[src/design/bldcc_pkg.sv]
package bldcc_pkg;

   localparam logic [5:0] G_HU = 6'h01;
   localparam logic [5:0] G_HV = 6'h02;
   localparam logic [5:0] G_HW = 6'h04;
   localparam logic [5:0] G_LU = 6'h08;
   localparam logic [5:0] G_LV = 6'h10;
   localparam logic [5:0] G_LW = 6'h20;

   localparam logic [7:0]  DUTY_STEP          = 8'd5;
   localparam logic [7:0]  DUTY_MAX           = 8'd255;
   localparam logic [7:0]  DUTY_UP_LIMIT      = DUTY_MAX - DUTY_STEP;
   localparam logic [7:0]  TARGET_DUTY_RESET  = 8'd100;
   localparam logic        SPIN_DIR_RESET     = 1'b1;
   localparam logic [7:0]  START_DUTY_RESET   = 8'd10;
   localparam logic [7:0]  LOCK_COUNT_RESET   = 8'd200;
   localparam logic [15:0] TIMEOUT_RESET      = 16'd256;
   localparam logic [2:0]  LAST_STEP          = 3'd5;

   typedef enum logic [2:0] {
      CMD_TOGGLE     = 3'd0,
      CMD_TICK       = 3'd1,
      CMD_SPEED_UP   = 3'd2,
      CMD_SPEED_DOWN = 3'd3,
      CMD_RUN        = 3'd4
   } cmd_type;

   typedef enum logic [1:0] {
      CSR_SPIN_DIRECTION = 2'd0,
      CSR_START_DUTY     = 2'd1,
      CSR_LOCK_COUNT     = 2'd2,
      CSR_TIMEOUT_TICKS  = 2'd3
   } csr_index_type;

   typedef enum logic [1:0] {
      PHASE_U = 2'd0,
      PHASE_V = 2'd1,
      PHASE_W = 2'd2
   } phase_type;

   typedef struct packed {
      logic        spin_direction;
      logic [7:0]  start_duty;
      logic [7:0]  lock_count;
      logic [15:0] timeout_ticks;
   } cfg_type;

   typedef struct packed {
      logic [5:0] gates;
      logic [1:0] sense_select;
      logic [2:0] step_now;
      logic [7:0] duty;
      logic       locked;
      logic       stepped;
      logic       running;
   } result_type;

   typedef struct packed {
      logic [5:0] on;
      logic [5:0] off;
      logic [1:0] sense;
   } action_type;

   function automatic action_type step_action(input logic dir, input logic [2:0] step);
      action_type a;
      a = '{on: G_HW, off: G_HU, sense: PHASE_U};
      if (dir) begin
         case (step)
            3'd0:    a = '{on: G_HU, off: G_HW, sense: PHASE_W};
            3'd1:    a = '{on: G_LW, off: G_LV, sense: PHASE_V};
            3'd2:    a = '{on: G_HV, off: G_HU, sense: PHASE_U};
            3'd3:    a = '{on: G_LU, off: G_LW, sense: PHASE_W};
            3'd4:    a = '{on: G_HW, off: G_HV, sense: PHASE_V};
            3'd5:    a = '{on: G_LV, off: G_LU, sense: PHASE_U};
            default: a = '{on: G_HU, off: G_HW, sense: PHASE_W};
         endcase
      end else begin
         case (step)
            3'd0:    a = '{on: G_HW, off: G_HU, sense: PHASE_U};
            3'd1:    a = '{on: G_LU, off: G_LV, sense: PHASE_V};
            3'd2:    a = '{on: G_HV, off: G_HW, sense: PHASE_W};
            3'd3:    a = '{on: G_LW, off: G_LU, sense: PHASE_U};
            3'd4:    a = '{on: G_HU, off: G_HV, sense: PHASE_V};
            3'd5:    a = '{on: G_LV, off: G_LW, sense: PHASE_W};
            default: a = '{on: G_HW, off: G_HU, sense: PHASE_U};
         endcase
      end
      return a;
   endfunction

endpackage

[src/design/bldcc_csr.sv]
module bldcc_csr (
   input  logic                    clock,
   input  logic                    reset,
   input  logic                    csr_valid,
   output logic                    csr_ready,
   input  logic [1:0]              csr_index,
   input  logic [15:0]             csr_data,
   output bldcc_pkg::cfg_type      cfg
);
   import bldcc_pkg::*;

   cfg_type cfg_ff;
   cfg_type cfg_in;

   assign csr_ready = 1'b1;
   assign cfg       = cfg_ff;

   always_comb begin
      cfg_in = cfg_ff;
      if (csr_valid) begin
         unique case (csr_index_type'(csr_index))
            CSR_SPIN_DIRECTION: cfg_in.spin_direction = csr_data[0];
            CSR_START_DUTY:     cfg_in.start_duty     = csr_data[7:0];
            CSR_LOCK_COUNT:     cfg_in.lock_count     = csr_data[7:0];
            CSR_TIMEOUT_TICKS:  cfg_in.timeout_ticks  = csr_data;
            default:            cfg_in = cfg_ff;
         endcase
      end
   end

   always_ff @(posedge clock) begin
      if (reset) begin
         cfg_ff.spin_direction <= SPIN_DIR_RESET;
         cfg_ff.start_duty     <= START_DUTY_RESET;
         cfg_ff.lock_count     <= LOCK_COUNT_RESET;
         cfg_ff.timeout_ticks  <= TIMEOUT_RESET;
      end else begin
         cfg_ff <= cfg_in;
      end
   end

endmodule

[src/design/bldcc_step.sv]
module bldcc_step (
   input  logic                    clock,
   input  logic                    reset,
   input  logic                    advance,
   input  logic [2:0]              command,
   input  logic                    comp_level,
   input  bldcc_pkg::cfg_type      cfg,
   output bldcc_pkg::result_type   result
);
   import bldcc_pkg::*;

   logic [2:0]  step_ff,   step_in;
   logic [5:0]  gate_ff,   gate_in;
   logic [1:0]  sense_ff,  sense_in;
   logic [7:0]  pulse_ff,  pulse_in;
   logic [15:0] idle_ff,   idle_in;
   logic [7:0]  target_ff, target_in;
   logic        run_ff,    run_in;

   action_type  act;
   logic        do_step;
   logic [7:0]  pulse_inc;
   logic [15:0] idle_inc;
   logic [7:0]  headroom;
   logic        locked;

   always_comb begin
      act       = step_action(cfg.spin_direction, step_ff);
      pulse_inc = (pulse_ff < cfg.lock_count) ? pulse_ff + 8'd1 : cfg.lock_count;
      idle_inc  = (idle_ff == 16'hFFFF) ? idle_ff : idle_ff + 16'd1;
      headroom  = target_ff - cfg.start_duty;

      step_in   = step_ff;
      gate_in   = gate_ff;
      sense_in  = sense_ff;
      pulse_in  = pulse_ff;
      idle_in   = idle_ff;
      target_in = target_ff;
      run_in    = run_ff;
      do_step   = 1'b0;

      if (command == CMD_RUN) begin
         run_in = !run_ff;
         if (run_ff) begin
            gate_in = '0;
         end
      end else if (run_ff) begin
         case (command)
            CMD_TOGGLE: begin
               pulse_in = pulse_inc;
               do_step  = (pulse_inc == cfg.lock_count) && (comp_level == step_ff[0]);
            end
            CMD_TICK: begin
               idle_in = idle_inc;
               if (idle_inc >= cfg.timeout_ticks) begin
                  pulse_in = '0;
                  do_step  = 1'b1;
               end
            end
            CMD_SPEED_UP: begin
               target_in = (target_ff > DUTY_UP_LIMIT) ? DUTY_MAX : target_ff + DUTY_STEP;
            end
            CMD_SPEED_DOWN: begin
               if (target_ff > cfg.start_duty) begin
                  target_in = (headroom <= DUTY_STEP) ? cfg.start_duty
                                                      : target_ff - DUTY_STEP;
               end
            end
            default: begin
            end
         endcase
      end

      if (do_step) begin
         gate_in  = (gate_ff & ~act.off) | act.on;
         sense_in = act.sense;
         step_in  = (step_ff >= LAST_STEP) ? 3'd0 : step_ff + 3'd1;
         idle_in  = '0;
      end

      locked                = (pulse_in == cfg.lock_count);
      result.gates          = run_in ? gate_in : 6'd0;
      result.sense_select   = sense_in;
      result.step_now       = step_in;
      result.duty           = locked ? target_in : cfg.start_duty;
      result.locked         = locked;
      result.stepped        = do_step;
      result.running        = run_in;
   end

   always_ff @(posedge clock) begin
      if (reset) begin
         step_ff   <= '0;
         gate_ff   <= '0;
         sense_ff  <= PHASE_U;
         pulse_ff  <= '0;
         idle_ff   <= '0;
         target_ff <= TARGET_DUTY_RESET;
         run_ff    <= 1'b0;
      end else if (advance) begin
         step_ff   <= step_in;
         gate_ff   <= gate_in;
         sense_ff  <= sense_in;
         pulse_ff  <= pulse_in;
         idle_ff   <= idle_in;
         target_ff <= target_in;
         run_ff    <= run_in;
      end
   end

endmodule

[src/design/sensorless_bldc_six_step_commutator_core.sv]
// Six-step sensorless BLDC commutator.
// Request channel (req_valid / req_stall) carries one command beat: comparator
// toggle, time tick, speed up, speed down or run toggle, plus the comparator
// level. Every request beat yields exactly one response beat on rsp_valid /
// rsp_stall with the six gate enables, sensed phase, step, duty, lock, step
// and run flags as they stand after that command.
// An accepted beat waits in the input register, is processed into the response
// register and is taken from there. The input register and the response
// register form a two-deep pipe, so one beat is accepted every cycle as long
// as responses are taken.
// When the receiver stalls, the response register holds; the input register
// then fills and req_stall rises until the response is taken.
// The csr channel writes direction, start duty, lock count and timeout; it is
// always ready and is to be written only while no beat is in flight.
// Synchronous reset restores the register defaults, stops the motor with all
// gates off, step 0, phase U, target duty 100, and empties the pipe.
module sensorless_bldc_six_step_commutator_core (
   input  logic        clock,
   input  logic        reset,
   input  logic        req_valid,
   output logic        req_stall,
   input  logic [2:0]  req_command,
   input  logic        req_comp_level,
   output logic        rsp_valid,
   input  logic        rsp_stall,
   output logic        rsp_high_u,
   output logic        rsp_high_v,
   output logic        rsp_high_w,
   output logic        rsp_low_u,
   output logic        rsp_low_v,
   output logic        rsp_low_w,
   output logic [1:0]  rsp_sense_select,
   output logic [2:0]  rsp_step_now,
   output logic [7:0]  rsp_duty,
   output logic        rsp_locked,
   output logic        rsp_stepped,
   output logic        rsp_running,
   input  logic        csr_valid,
   output logic        csr_ready,
   input  logic [1:0]  csr_index,
   input  logic [15:0] csr_data
);
   import bldcc_pkg::*;

   cfg_type    cfg;
   result_type result;
   result_type rsp_ff;

   logic       in_valid_ff, in_valid_in;
   logic [2:0] in_cmd_ff;
   logic       in_level_ff;
   logic       out_valid_ff, out_valid_in;
   logic       advance;
   logic       req_take;

   bldcc_csr u_csr (
      .clock     (clock),
      .reset     (reset),
      .csr_valid (csr_valid),
      .csr_ready (csr_ready),
      .csr_index (csr_index),
      .csr_data  (csr_data),
      .cfg       (cfg)
   );

   bldcc_step u_step (
      .clock      (clock),
      .reset      (reset),
      .advance    (advance),
      .command    (in_cmd_ff),
      .comp_level (in_level_ff),
      .cfg        (cfg),
      .result     (result)
   );

   assign advance   = in_valid_ff && (!out_valid_ff || !rsp_stall);
   assign req_stall = in_valid_ff && !advance;
   assign req_take  = req_valid && !req_stall;

   always_comb begin
      in_valid_in = in_valid_ff;
      if (req_take) begin
         in_valid_in = 1'b1;
      end else if (advance) begin
         in_valid_in = 1'b0;
      end
      out_valid_in = out_valid_ff;
      if (advance) begin
         out_valid_in = 1'b1;
      end else if (!rsp_stall) begin
         out_valid_in = 1'b0;
      end
   end

   always_ff @(posedge clock) begin
      if (reset) begin
         in_valid_ff  <= 1'b0;
         out_valid_ff <= 1'b0;
      end else begin
         in_valid_ff  <= in_valid_in;
         out_valid_ff <= out_valid_in;
      end
      if (req_take) begin
         in_cmd_ff   <= req_command;
         in_level_ff <= req_comp_level;
      end
      if (advance) begin
         rsp_ff <= result;
      end
   end

   assign rsp_valid        = out_valid_ff;
   assign rsp_high_u       = rsp_ff.gates[0];
   assign rsp_high_v       = rsp_ff.gates[1];
   assign rsp_high_w       = rsp_ff.gates[2];
   assign rsp_low_u        = rsp_ff.gates[3];
   assign rsp_low_v        = rsp_ff.gates[4];
   assign rsp_low_w        = rsp_ff.gates[5];
   assign rsp_sense_select = rsp_ff.sense_select;
   assign rsp_step_now     = rsp_ff.step_now;
   assign rsp_duty         = rsp_ff.duty;
   assign rsp_locked       = rsp_ff.locked;
   assign rsp_stepped      = rsp_ff.stepped;
   assign rsp_running      = rsp_ff.running;

`ifndef SYNTHESIS
   a_step_range: assert property (@(posedge clock) disable iff (reset)
      rsp_valid |-> (rsp_step_now <= LAST_STEP))
      else $error("step out of range");

   a_gates_off_stopped: assert property (@(posedge clock) disable iff (reset)
      (rsp_valid && !rsp_running) |-> (rsp_ff.gates == 6'd0))
      else $error("gates on while stopped");

   a_stall_only_full: assert property (@(posedge clock) disable iff (reset)
      req_stall |-> (in_valid_ff && out_valid_ff && rsp_stall))
      else $error("request stalled with room in pipe");

   a_reset_empty: assert property (@(posedge clock)
      (!reset && $past(reset)) |-> (!rsp_valid && !req_stall))
      else $error("pipe not empty after reset");
`endif

endmodule

[config.mk]
export PLATFORM = sky130hd
export DESIGN_NAME = sensorless_bldc_six_step_commutator_core
export DESIGN_NICKNAME = d
export VERILOG_FILES = /design/src/design/bldcc_pkg.sv /design/src/design/bldcc_csr.sv /design/src/design/bldcc_step.sv /design/src/design/sensorless_bldc_six_step_commutator_core.sv
export SDC_FILE = /design/constraint.sdc
export NUM_CORES = 1
export LEC_CHECK = 0
export ABC_AREA = 1
export CAP_MARGIN = 20
export CORE_MARGIN = 3
export CORE_UTILIZATION = 25
export CTS_CLUSTER_SIZE = 8
export DETAILED_ROUTE_END_ITERATION = 6
export DONT_BUFFER_PORTS = 1
export PLACE_DENSITY_LB_ADDON = 0.08
export SLEW_MARGIN = 20
export SYNTH_ARGS = -nofsm -noshare
export SYNTH_HDL_FRONTEND = slang
export SYNTH_SLANG_ARGS = --single-unit
[constraint.sdc]
create_clock -name clock -period 9.8 [get_ports clock]
set_input_delay 1.47 -clock clock [delete_from_list [all_inputs] [get_ports clock]]
set_output_delay 1.47 -clock clock [all_outputs]
set_load 0.02 [all_outputs]
==> out/qor.csv, run 1 <==
stage;metric;value;unit
setup_path;critical path capture point type;register;
place;HPWL Detailed;16600;um
yosys;share of the yosys chip area belonging to registers;33.1;%
route;Iter 0 DRT Violations;407;
clock_tree;root buffer cell;sky130_fd_sc_hd__clkbuf_16;
clock_tree;Clock Pin Slew Worst Setup and Hold Paths;0.08;ns
sta;setup repair after global routing missed its margin;false;
setup_path;worst-path cell chain;ha_1, nand3_1, nor2_1, nand2_1, nor2_1, inv_1, nor3_1, nand3b_1, xnor2_1, ha_1, a21oi_1, o21ai_0, a21oi_1, nand3_1, nand2_1, nand2_4, nand2_4, nand2_2, a21oi_1, nor2_1;
global_routing;aggregate global routing overflow;0;
final_layout;area added between synthesis and finish;8.43;%
floorplanning;Die Y;175;um
power;standby leakage power;0.00341;uW
min_path;type of the most critical hold path;register to register;
sta;min cycle time layout;4.96;ns
setup_path;critical-path maximum fanout;32;
clock_tree;clk sinks;105;
route;post-detailed-route count of antenna-violating nets;0;
floorplanning;die outline area;30600;um2
clock_tree;count of H-tree levels built during CTS;3;
clock_tree;maximum buffer depth of the clock tree;2;
clock_tree;TritonCTS clock tree;done;
yosys;Cell variety after synth;41;
route;routed length per placed instance;16.1;um
setup_path;Crit path largest cell delay;0.70;ns
place;number of I/O port buffers;0;
yosys;synthesized instance count;1049;
setup_path;data required time of the worst path;10.06;ns
floorplanning;horizontal die dimension;175;um
floorplanning;I/O pins;52;
place;placed standard-cell area;7450;um2
yosys;cell area after technology mapping;7140;um2
sta;Fin Clk Skew;0.0165;ns
final_layout;register area;2360;um2
power;worst vdd rail ir drop;0.0656;mV
setup_path;worst-path cell with the longest stage delay;sky130_fd_sc_hd__a21oi_1;
sta;minimum hold slack;0.468;ns
clock_tree;# hold bufs at CTS;0;
final_layout;final design area excluding fillers;7740;um2
final_layout;number of fill cells;3072;
clock_tree;Clk Latency, worst-skew pair;0.37;ns
global_routing;first-pass GRT wire length;35800;um
route;number of vias after detailed routing;6564;
global_routing;total global routing track utilization;14.8;%
global_routing;initial antenna violation count;0;
sta;number of max-slew violations in the final report;0;
floorplanning;effective utilization at floorplan;25.5;%
setup_path;Crit path arrival time;5.22;ns
yosys;Synth Area per Inst;6.80;um2
clock_tree;total setup buffers inserted after CTS;0;
sta;highest clock rate;202;MHz
final_layout;multi-input logic area;4090;um2
final_layout;final layout net count;1097;
yosys;total of flip-flops plus latches after synthesis;105;
job;# Max-Cap Violations;0;
sta;final-report hold violation count;0;
yosys;Ys Warns;0;
sta;count of final setup violators;0;
sta;Max transition margin;37.2;%
route;vias per cell;4.66;
clock_tree;clock buffer count from CTS;9;
sta;setup_tns;0;ns
route;detailed-routing iteration count for the pre-antenna-repair pass;5;
place;Routability Congestion;0.782;
global_routing;via count of the first global-routing pass;6252;
setup_path;cell family with most CP delay;simple AND/OR/NAND/NOR gates;
yosys;Synth Net Count;1119;
clock_tree;count of cells resized by post-cts repair;0;
sta;Period Utilization, post-route;50.6;%
floorplanning;row count;61;
setup_path;category of the worst setup path launch point;register;
final_layout;layout cell share with drive strength beyond 1;5.04;%
setup_path;type of the worst setup path;register to register;
global_routing;maximum number of pins on one net before global-route repair;60;
route;final routed DRC violation total;0;
floorplanning;area of the core;27900;um2
route;wirelength, routed;22700;um
power;PwrDens;136;nW/um2
setup_path;Buf+Inv Stages, Crit Path;1;
status;run status;complete, no violations;
sta;Worst Max-Slew Pin Slew;0.934;ns
final_layout;Diodes inserted;0;
## through the flow
stage,power (uW),utilization (%),instances,worst slack [ns]
after global routing,1120,27.7,1410,4.07
after CTS,1070,27.7,1410,4.72
after floorplan,644,-,1049,6.07
final,1060,27.7,1410,4.84
after detailed placement,692,26.7,1394,4.72
after global placement,695,26.7,1394,4.82
## cell type report
class / count / share of cell area, %
well taps: 378 / 6.11
clock inverters: 7 / 0.792
flip-flops and latches: 105 / 30.5
repair buffers: 3 / 0.291
multi-input cells: 775 / 52.9
clock buffers: 9 / 2.91
inverters: 133 / 6.45
## synth_stat cells, drive strengths merged
cell	instances	area, um2
nand2	278	1100
inv	129	484
a21oi	107	536
nand3	95	510
nor2	82	330
dfxtp	79	1580
o21ai	64	320
ha	42	526
nand4	27	169
edfxtp	26	781
clkbuf	22	83.8
nor3	18	95.1
xor2	17	149
buf	14	106
o211ai	14	105
xnor2	8	70.1
clkinv	4	15.0
nand3b	4	30.0
nor4	4	25.0
a31oi	3	18.8
o21a	2	15.0
o221ai	2	17.5
a211oi	1	7.51
a21boi	1	7.51
conb	1	3.75
fa	1	20.0
o31ai	1	7.51
or3	1	6.26
or3b	1	8.76
or4	1	7.51
## tightest hold or removal path, cell delays in order, from the launching register on
cell,delay [ns]
sky130_fd_sc_hd__dfxtp_1,0.30
sky130_fd_sc_hd__inv_1,0.07
sky130_fd_sc_hd__a21oi_1,0.06
## registers in the layout, summed over array words and instances, names as in the netlist, 2 cells and up
register and cells:
u_step.step_ff 3, u_step.gate_ff 6, in_cmd_ff 3, u_step.sense_ff 2, rsp_step_now 3, u_step.pulse_ff 8
u_csr.cfg 33, rsp_sense_select 2, u_step.idle_ff 16, rsp_duty 8, u_step.target_ff 8
## routing by layer
layer	vias up	share of wire [%]	wire length, um	track usage [%]
li1	3434	-	-	-
met1	3013	49	11000	19.8
met2	104	48	10800	25.6
met3	13	2.8	625	2.17
met4	0	1.1	239	3.09
met5	-	0	0	0
## worst paths after layout
| kind | start | end | slack (ns) | depth (start not counted) |
|---|---|---|---|---|
| hold reg to reg | u_csr.cfg[14] | u_csr.cfg[14] | 0.47 | 2 |
| hold / removal | u_csr.cfg[14] | u_csr.cfg[14] | 0.47 | 2 |
| setup / recovery | u_step.idle_ff[0] | u_step.idle_ff[13] | 4.84 | 20 |
| setup reg to reg | u_step.idle_ff[0] | u_step.idle_ff[13] | 4.84 | 20 |
## power by group
| group | switching (uW) | leakage (uW) | total, uW | internal, uW |
|---|---|---|---|---|
| Combinational | 125 | 0.00237 | 186 | 60.4 |
| Clock | 197 | 0.000144 | 376 | 178 |
| Sequential | 28.2 | 0.000896 | 495 | 466 |
| Total | 351 | 0.00341 | 1060 | 705 |
## logic make-up after synthesis
group,count (synthesis),share of synthesized area [%]
fa+ha+maj,43,7.65
compound gates,195,14.5
other cells,1,0.0526
buf+inv,169,9.66
simple gates,511,32.0
xor+xnor,25,3.07
flops,105,33.1
## layout by cell type (no fill, tap or decap), types with 3 or more instances in the layout
master and instances:
sky130_fd_sc_hd__a21oi_1 107, sky130_fd_sc_hd__a31oi_1 3, sky130_fd_sc_hd__buf_4 3, sky130_fd_sc_hd__clkbuf_16 9
sky130_fd_sc_hd__clkinv_1 5, sky130_fd_sc_hd__dfxtp_1 79, sky130_fd_sc_hd__edfxtp_1 26, sky130_fd_sc_hd__ha_1 42
sky130_fd_sc_hd__inv_1 125, sky130_fd_sc_hd__inv_2 3, sky130_fd_sc_hd__inv_6 4, sky130_fd_sc_hd__nand2_1 264
sky130_fd_sc_hd__nand2_2 10, sky130_fd_sc_hd__nand2_4 4, sky130_fd_sc_hd__nand3_1 88, sky130_fd_sc_hd__nand3_2 7
sky130_fd_sc_hd__nand3b_1 4, sky130_fd_sc_hd__nand4_1 27, sky130_fd_sc_hd__nor2_1 75, sky130_fd_sc_hd__nor2_2 4
sky130_fd_sc_hd__nor2_4 3, sky130_fd_sc_hd__nor3_1 17, sky130_fd_sc_hd__nor4_1 4, sky130_fd_sc_hd__o211ai_1 14
sky130_fd_sc_hd__o21ai_0 64, sky130_fd_sc_hd__xnor2_1 8, sky130_fd_sc_hd__xor2_1 17
(Power assumes the default switching activity.)
==> run 2, diff against run 1 <==
- ABC_AREA: 1 -> 0
- clock period: 9.8 -> 5.2 ns (I/O delays scaled with it)
==> out/qor.csv, run 2 <==
stage;metric;value;unit
yosys;Synth Net Count;920;
power;sequential power share;51.1;%
yosys;most common cell in the synthesized netlist;sky130_fd_sc_hd__nand2_1;
global_routing;met2 routing resource usage after global routing;21.7;%
place;number of I/O port buffers;0;
floorplanning;die outline area;29900;um2
route;detailed-routing iteration count for the pre-antenna-repair pass;5;
final_layout;number of fill cells;3019;
yosys;total of flip-flops plus latches after synthesis;105;
yosys;synth top area cells;sky130_fd_sc_hd__dfxtp_1 (23%), sky130_fd_sc_hd__edfxtp_1 (11%), sky130_fd_sc_hd__ha_1 (7.5%);
floorplanning;area of the core;27200;um2
power;PwrDens;229;nW/um2
yosys;Cell variety after synth;83;
yosys;Ys Warns;0;
power;fraction of power spent switching nets;28.0;%
clock_tree;Clk Latency, worst-skew pair;0.35;ns
global_routing;first-pass GRT wire length;33900;um
yosys;Synth Area per Inst;8.20;um2
power;Power, Total;1750;uW
setup_path;Crit path arrival time;5.05;ns
final_layout;layout cell share with drive strength beyond 1;8.96;%
setup_path;worst-path cell with the longest stage delay;sky130_fd_sc_hd__or4_4;
clock_tree;root buffer cell;sky130_fd_sc_hd__clkbuf_16;
sta;number of max-slew violations in the final report;0;
yosys;area share of the leading cell type in the synthesized netlist;22.7;%
final_layout;area added between synthesis and finish;9.80;%
status;run status;complete, no violations;
route;routed length per placed instance;17.3;um
global_routing;met1 track utilization from global routing;20.1;%
place;HPWL Detailed;15100;um
sta;Max transition margin;32.3;%
yosys;Synth async-reset ratio;0;%
power;relative contribution of combinational cells to total power;10.3;%
route;vias per cell;4.93;
yosys;Main synth FF type;sky130_fd_sc_hd__dfxtp_1;
place;Routability Congestion;0.794;
setup_path;Crit path largest cell delay;0.54;ns
place;placed standard-cell area;7310;um2
route;number of vias after detailed routing;5963;
power;total net switching power;492;uW
floorplanning;horizontal die dimension;173;um
final_layout;Diodes inserted;0;
setup_path;r2r endpoint;rsp_duty[3];
yosys;number of enable-type register cells in the synthesized netlist;26;
setup_path;Reg2Reg Depth;19;
setup_path;startpoint of the worst-slack reg-to-reg timing path;u_step.idle_ff[4];
final_layout;most common cell after layout, fill and taps aside;sky130_fd_sc_hd__nand2_1;
sta;min cycle time layout;4.95;ns
yosys;commonest cells in the netlist;sky130_fd_sc_hd__nand2_1 (123), sky130_fd_sc_hd__dfxtp_1 (79), sky130_fd_sc_hd__nor2_1 (78);
setup_path;category of the worst setup path launch point;register;
global_routing;aggregate global routing overflow;0;
global_routing;global-route track usage on met3;2.72;%
power;clock group share of total power;38.5;%
sta;count of final setup violators;0;
final_layout;final core utilization;28.2;%
clock_tree;Clock Pin Slew Worst Setup and Hold Paths;0.08;ns
setup_path;critical-path maximum fanout;7;
route;wirelength, routed;20900;um
route;Iter 0 DRT Violations;412;
yosys;leading area contributor after synthesis;sky130_fd_sc_hd__dfxtp_1;
clock_tree;count of H-tree levels built during CTS;3;
setup_path;FF-to-FF setup slack;0.25;ns
power;Pint;1260;uW
clock_tree;clock buffer count from CTS;9;
clock_tree;clk sinks;105;
sta;highest clock rate;202;MHz
clock_tree;TritonCTS clock tree;done;
route;final routed DRC violation total;0;
setup_path;type of the worst setup path;register to register;
setup_path;data required time of the worst path;5.30;ns
global_routing;total global routing track utilization;14.0;%
min_path;Worst Hold End;u_csr.cfg[9];
clock_tree;maximum buffer depth of the clock tree;2;
final_layout;final layout net count;902;
floorplanning;effective utilization at floorplan;25.7;%
power;standby leakage power;0.00279;uW
floorplanning;I/O pins;52;
power;worst vdd rail ir drop;0.151;mV
sta;final-report hold violation count;0;
global_routing;initial antenna violation count;0;
final_layout;most frequent cells in the layout;sky130_fd_sc_hd__nand2_1 (122), sky130_fd_sc_hd__nor2_1 (77), sky130_fd_sc_hd__dfxtp_1 (76), sky130_fd_sc_hd__a21oi_1 (72), sky130_fd_sc_hd__inv_1 (48);
final_layout;final design area excluding fillers;7650;um2
job;# Max-Cap Violations;0;
place;pre-CTS setup slack;0.150;ns
floorplanning;Die Y;173;um
global_routing;via count of the first global-routing pass;5886;
sta;Period Utilization, post-route;95.3;%
floorplanning;row count;60;
min_path;type of the most critical hold path;register to register;
global_routing;peak-usage layer in the global routing report;met2;
sta;Worst Max-Slew Pin Slew;1.01;ns
final_layout;flip-flop count of the largest register after layout;33;
sta;worst setup margin;0.246;ns
yosys;share of the yosys chip area belonging to registers;33.9;%
setup_path;worst-path cell chain;and4_1, nand3_1, nor2_2, and3_4, nand2b_1, and3_1, nand4_1, xnor2_1, ha_1, and4_4, o211ai_1, o21a_2, o2111ai_4, nand2_2, mux2i_1, or4_1, or4_4, buf_4, mux2_1;
yosys;synthesized instance count;850;
global_routing;maximum number of pins on one net before global-route repair;68;
route;post-detailed-route count of antenna-violating nets;0;
sta;Fin Clk Skew;0.00838;ns
setup_path;critical path capture point type;register;
yosys;cell area after technology mapping;6970;um2
min_path;hold_sp;u_csr.cfg[9];
min_path;worst hold stages;2;
-- run 2: per-layer routing --
layer | wire, um | share of wire (%)
met5 | 0 | 0
met2 | 9100 | 43
met4 | 274 | 1.3
met3 | 708 | 3.4
met1 | 10800 | 52
-- run 2: worst max-delay path, delay by kind of cell, from the launching register on --
kind	cells	cell delay (ns)
AO/OA/AOI/OAI	3	0.66
XOR/XNOR	1	0.10
adder cells (fa/ha/maj)	1	0.30
buffers and inverters	1	0.20
flip-flops	1	0.37
multiplexers	2	0.48
AND/OR/NAND/NOR	11	2.59
-- run 2: layout make-up --
| cell class | count | area, um2 | area share (%) |
|---|---|---|---|
| clock inverters | 7 | 52.6 | 0.686 |
| multi-input cells | 653 | 4260 | 55.7 |
| inverters | 50 | 188 | 2.45 |
| clock buffers | 9 | 225 | 2.94 |
| well taps | 372 | 465 | 6.08 |
| flip-flops and latches | 105 | 2370 | 30.9 |
| repair buffers | 13 | 97.6 | 1.27 |
-- run 2: power groups by stage --
| stage | Sequential (uW) | Combinational (uW) | Clock [uW] |
|---|---|---|---|
| final | 897 | 181 | 676 |
| after global routing | 901 | 207 | 739 |
| after CTS | 898 | 183 | 706 |
| after detailed placement | 917 | 181 | 0 |
| after global placement | 918 | 184 | 0 |
| after floorplan | 900 | 152 | 0 |
-- run 2: worst max path at each step --
stage | from | endpoint | slack, ns | cells past startpoint
5_1_grt | u_step.idle_ff[4] | rsp_duty[3] | -0.0009 | 19
3_3_place_gp | u_step.idle_ff[3] | rsp_duty[1] | 0.18 | 18
2_1_floorplan | u_step.idle_ff[5] | rsp_duty[1] | 0.43 | 20
4_1_cts | u_step.idle_ff[3] | rsp_duty[3] | 0.12 | 18
6_report | u_step.idle_ff[4] | rsp_duty[3] | 0.25 | 19
3_5_place_dp | u_step.idle_ff[3] | rsp_duty[3] | 0.15 | 18
-- run 2: cell families (layout without fill, tap and decap cells) --
logic type,Yosys count,in the layout,share of synthesized area [%]
compound gates,224,224,21.8
xor+xnor,28,28,3.91
fa+ha+maj,43,43,7.82
buf+inv,92,79,5.37
flops,105,105,33.9
mux,35,35,5.46
other cells,1,1,0.0538
simple gates,322,322,21.7
-- run 2: metrics by stage --
step	instances	hold WS, ns	setup TNS (ns)
6_report	1209	0.453	0
5_1_grt	1209	0.470	-0.000939
4_1_cts	1204	0.453	0
3_5_place_dp	1188	0.442	0
3_3_place_gp	1188	0.438	0
2_1_floorplan	850	0.436	0
-- run 2: what timing repair did --
action	4_1_cts	5_1_grt
setup buffers	0	5
gates resized for setup	0	10
setup endpoints to repair	0	6
hold buffers	0	0
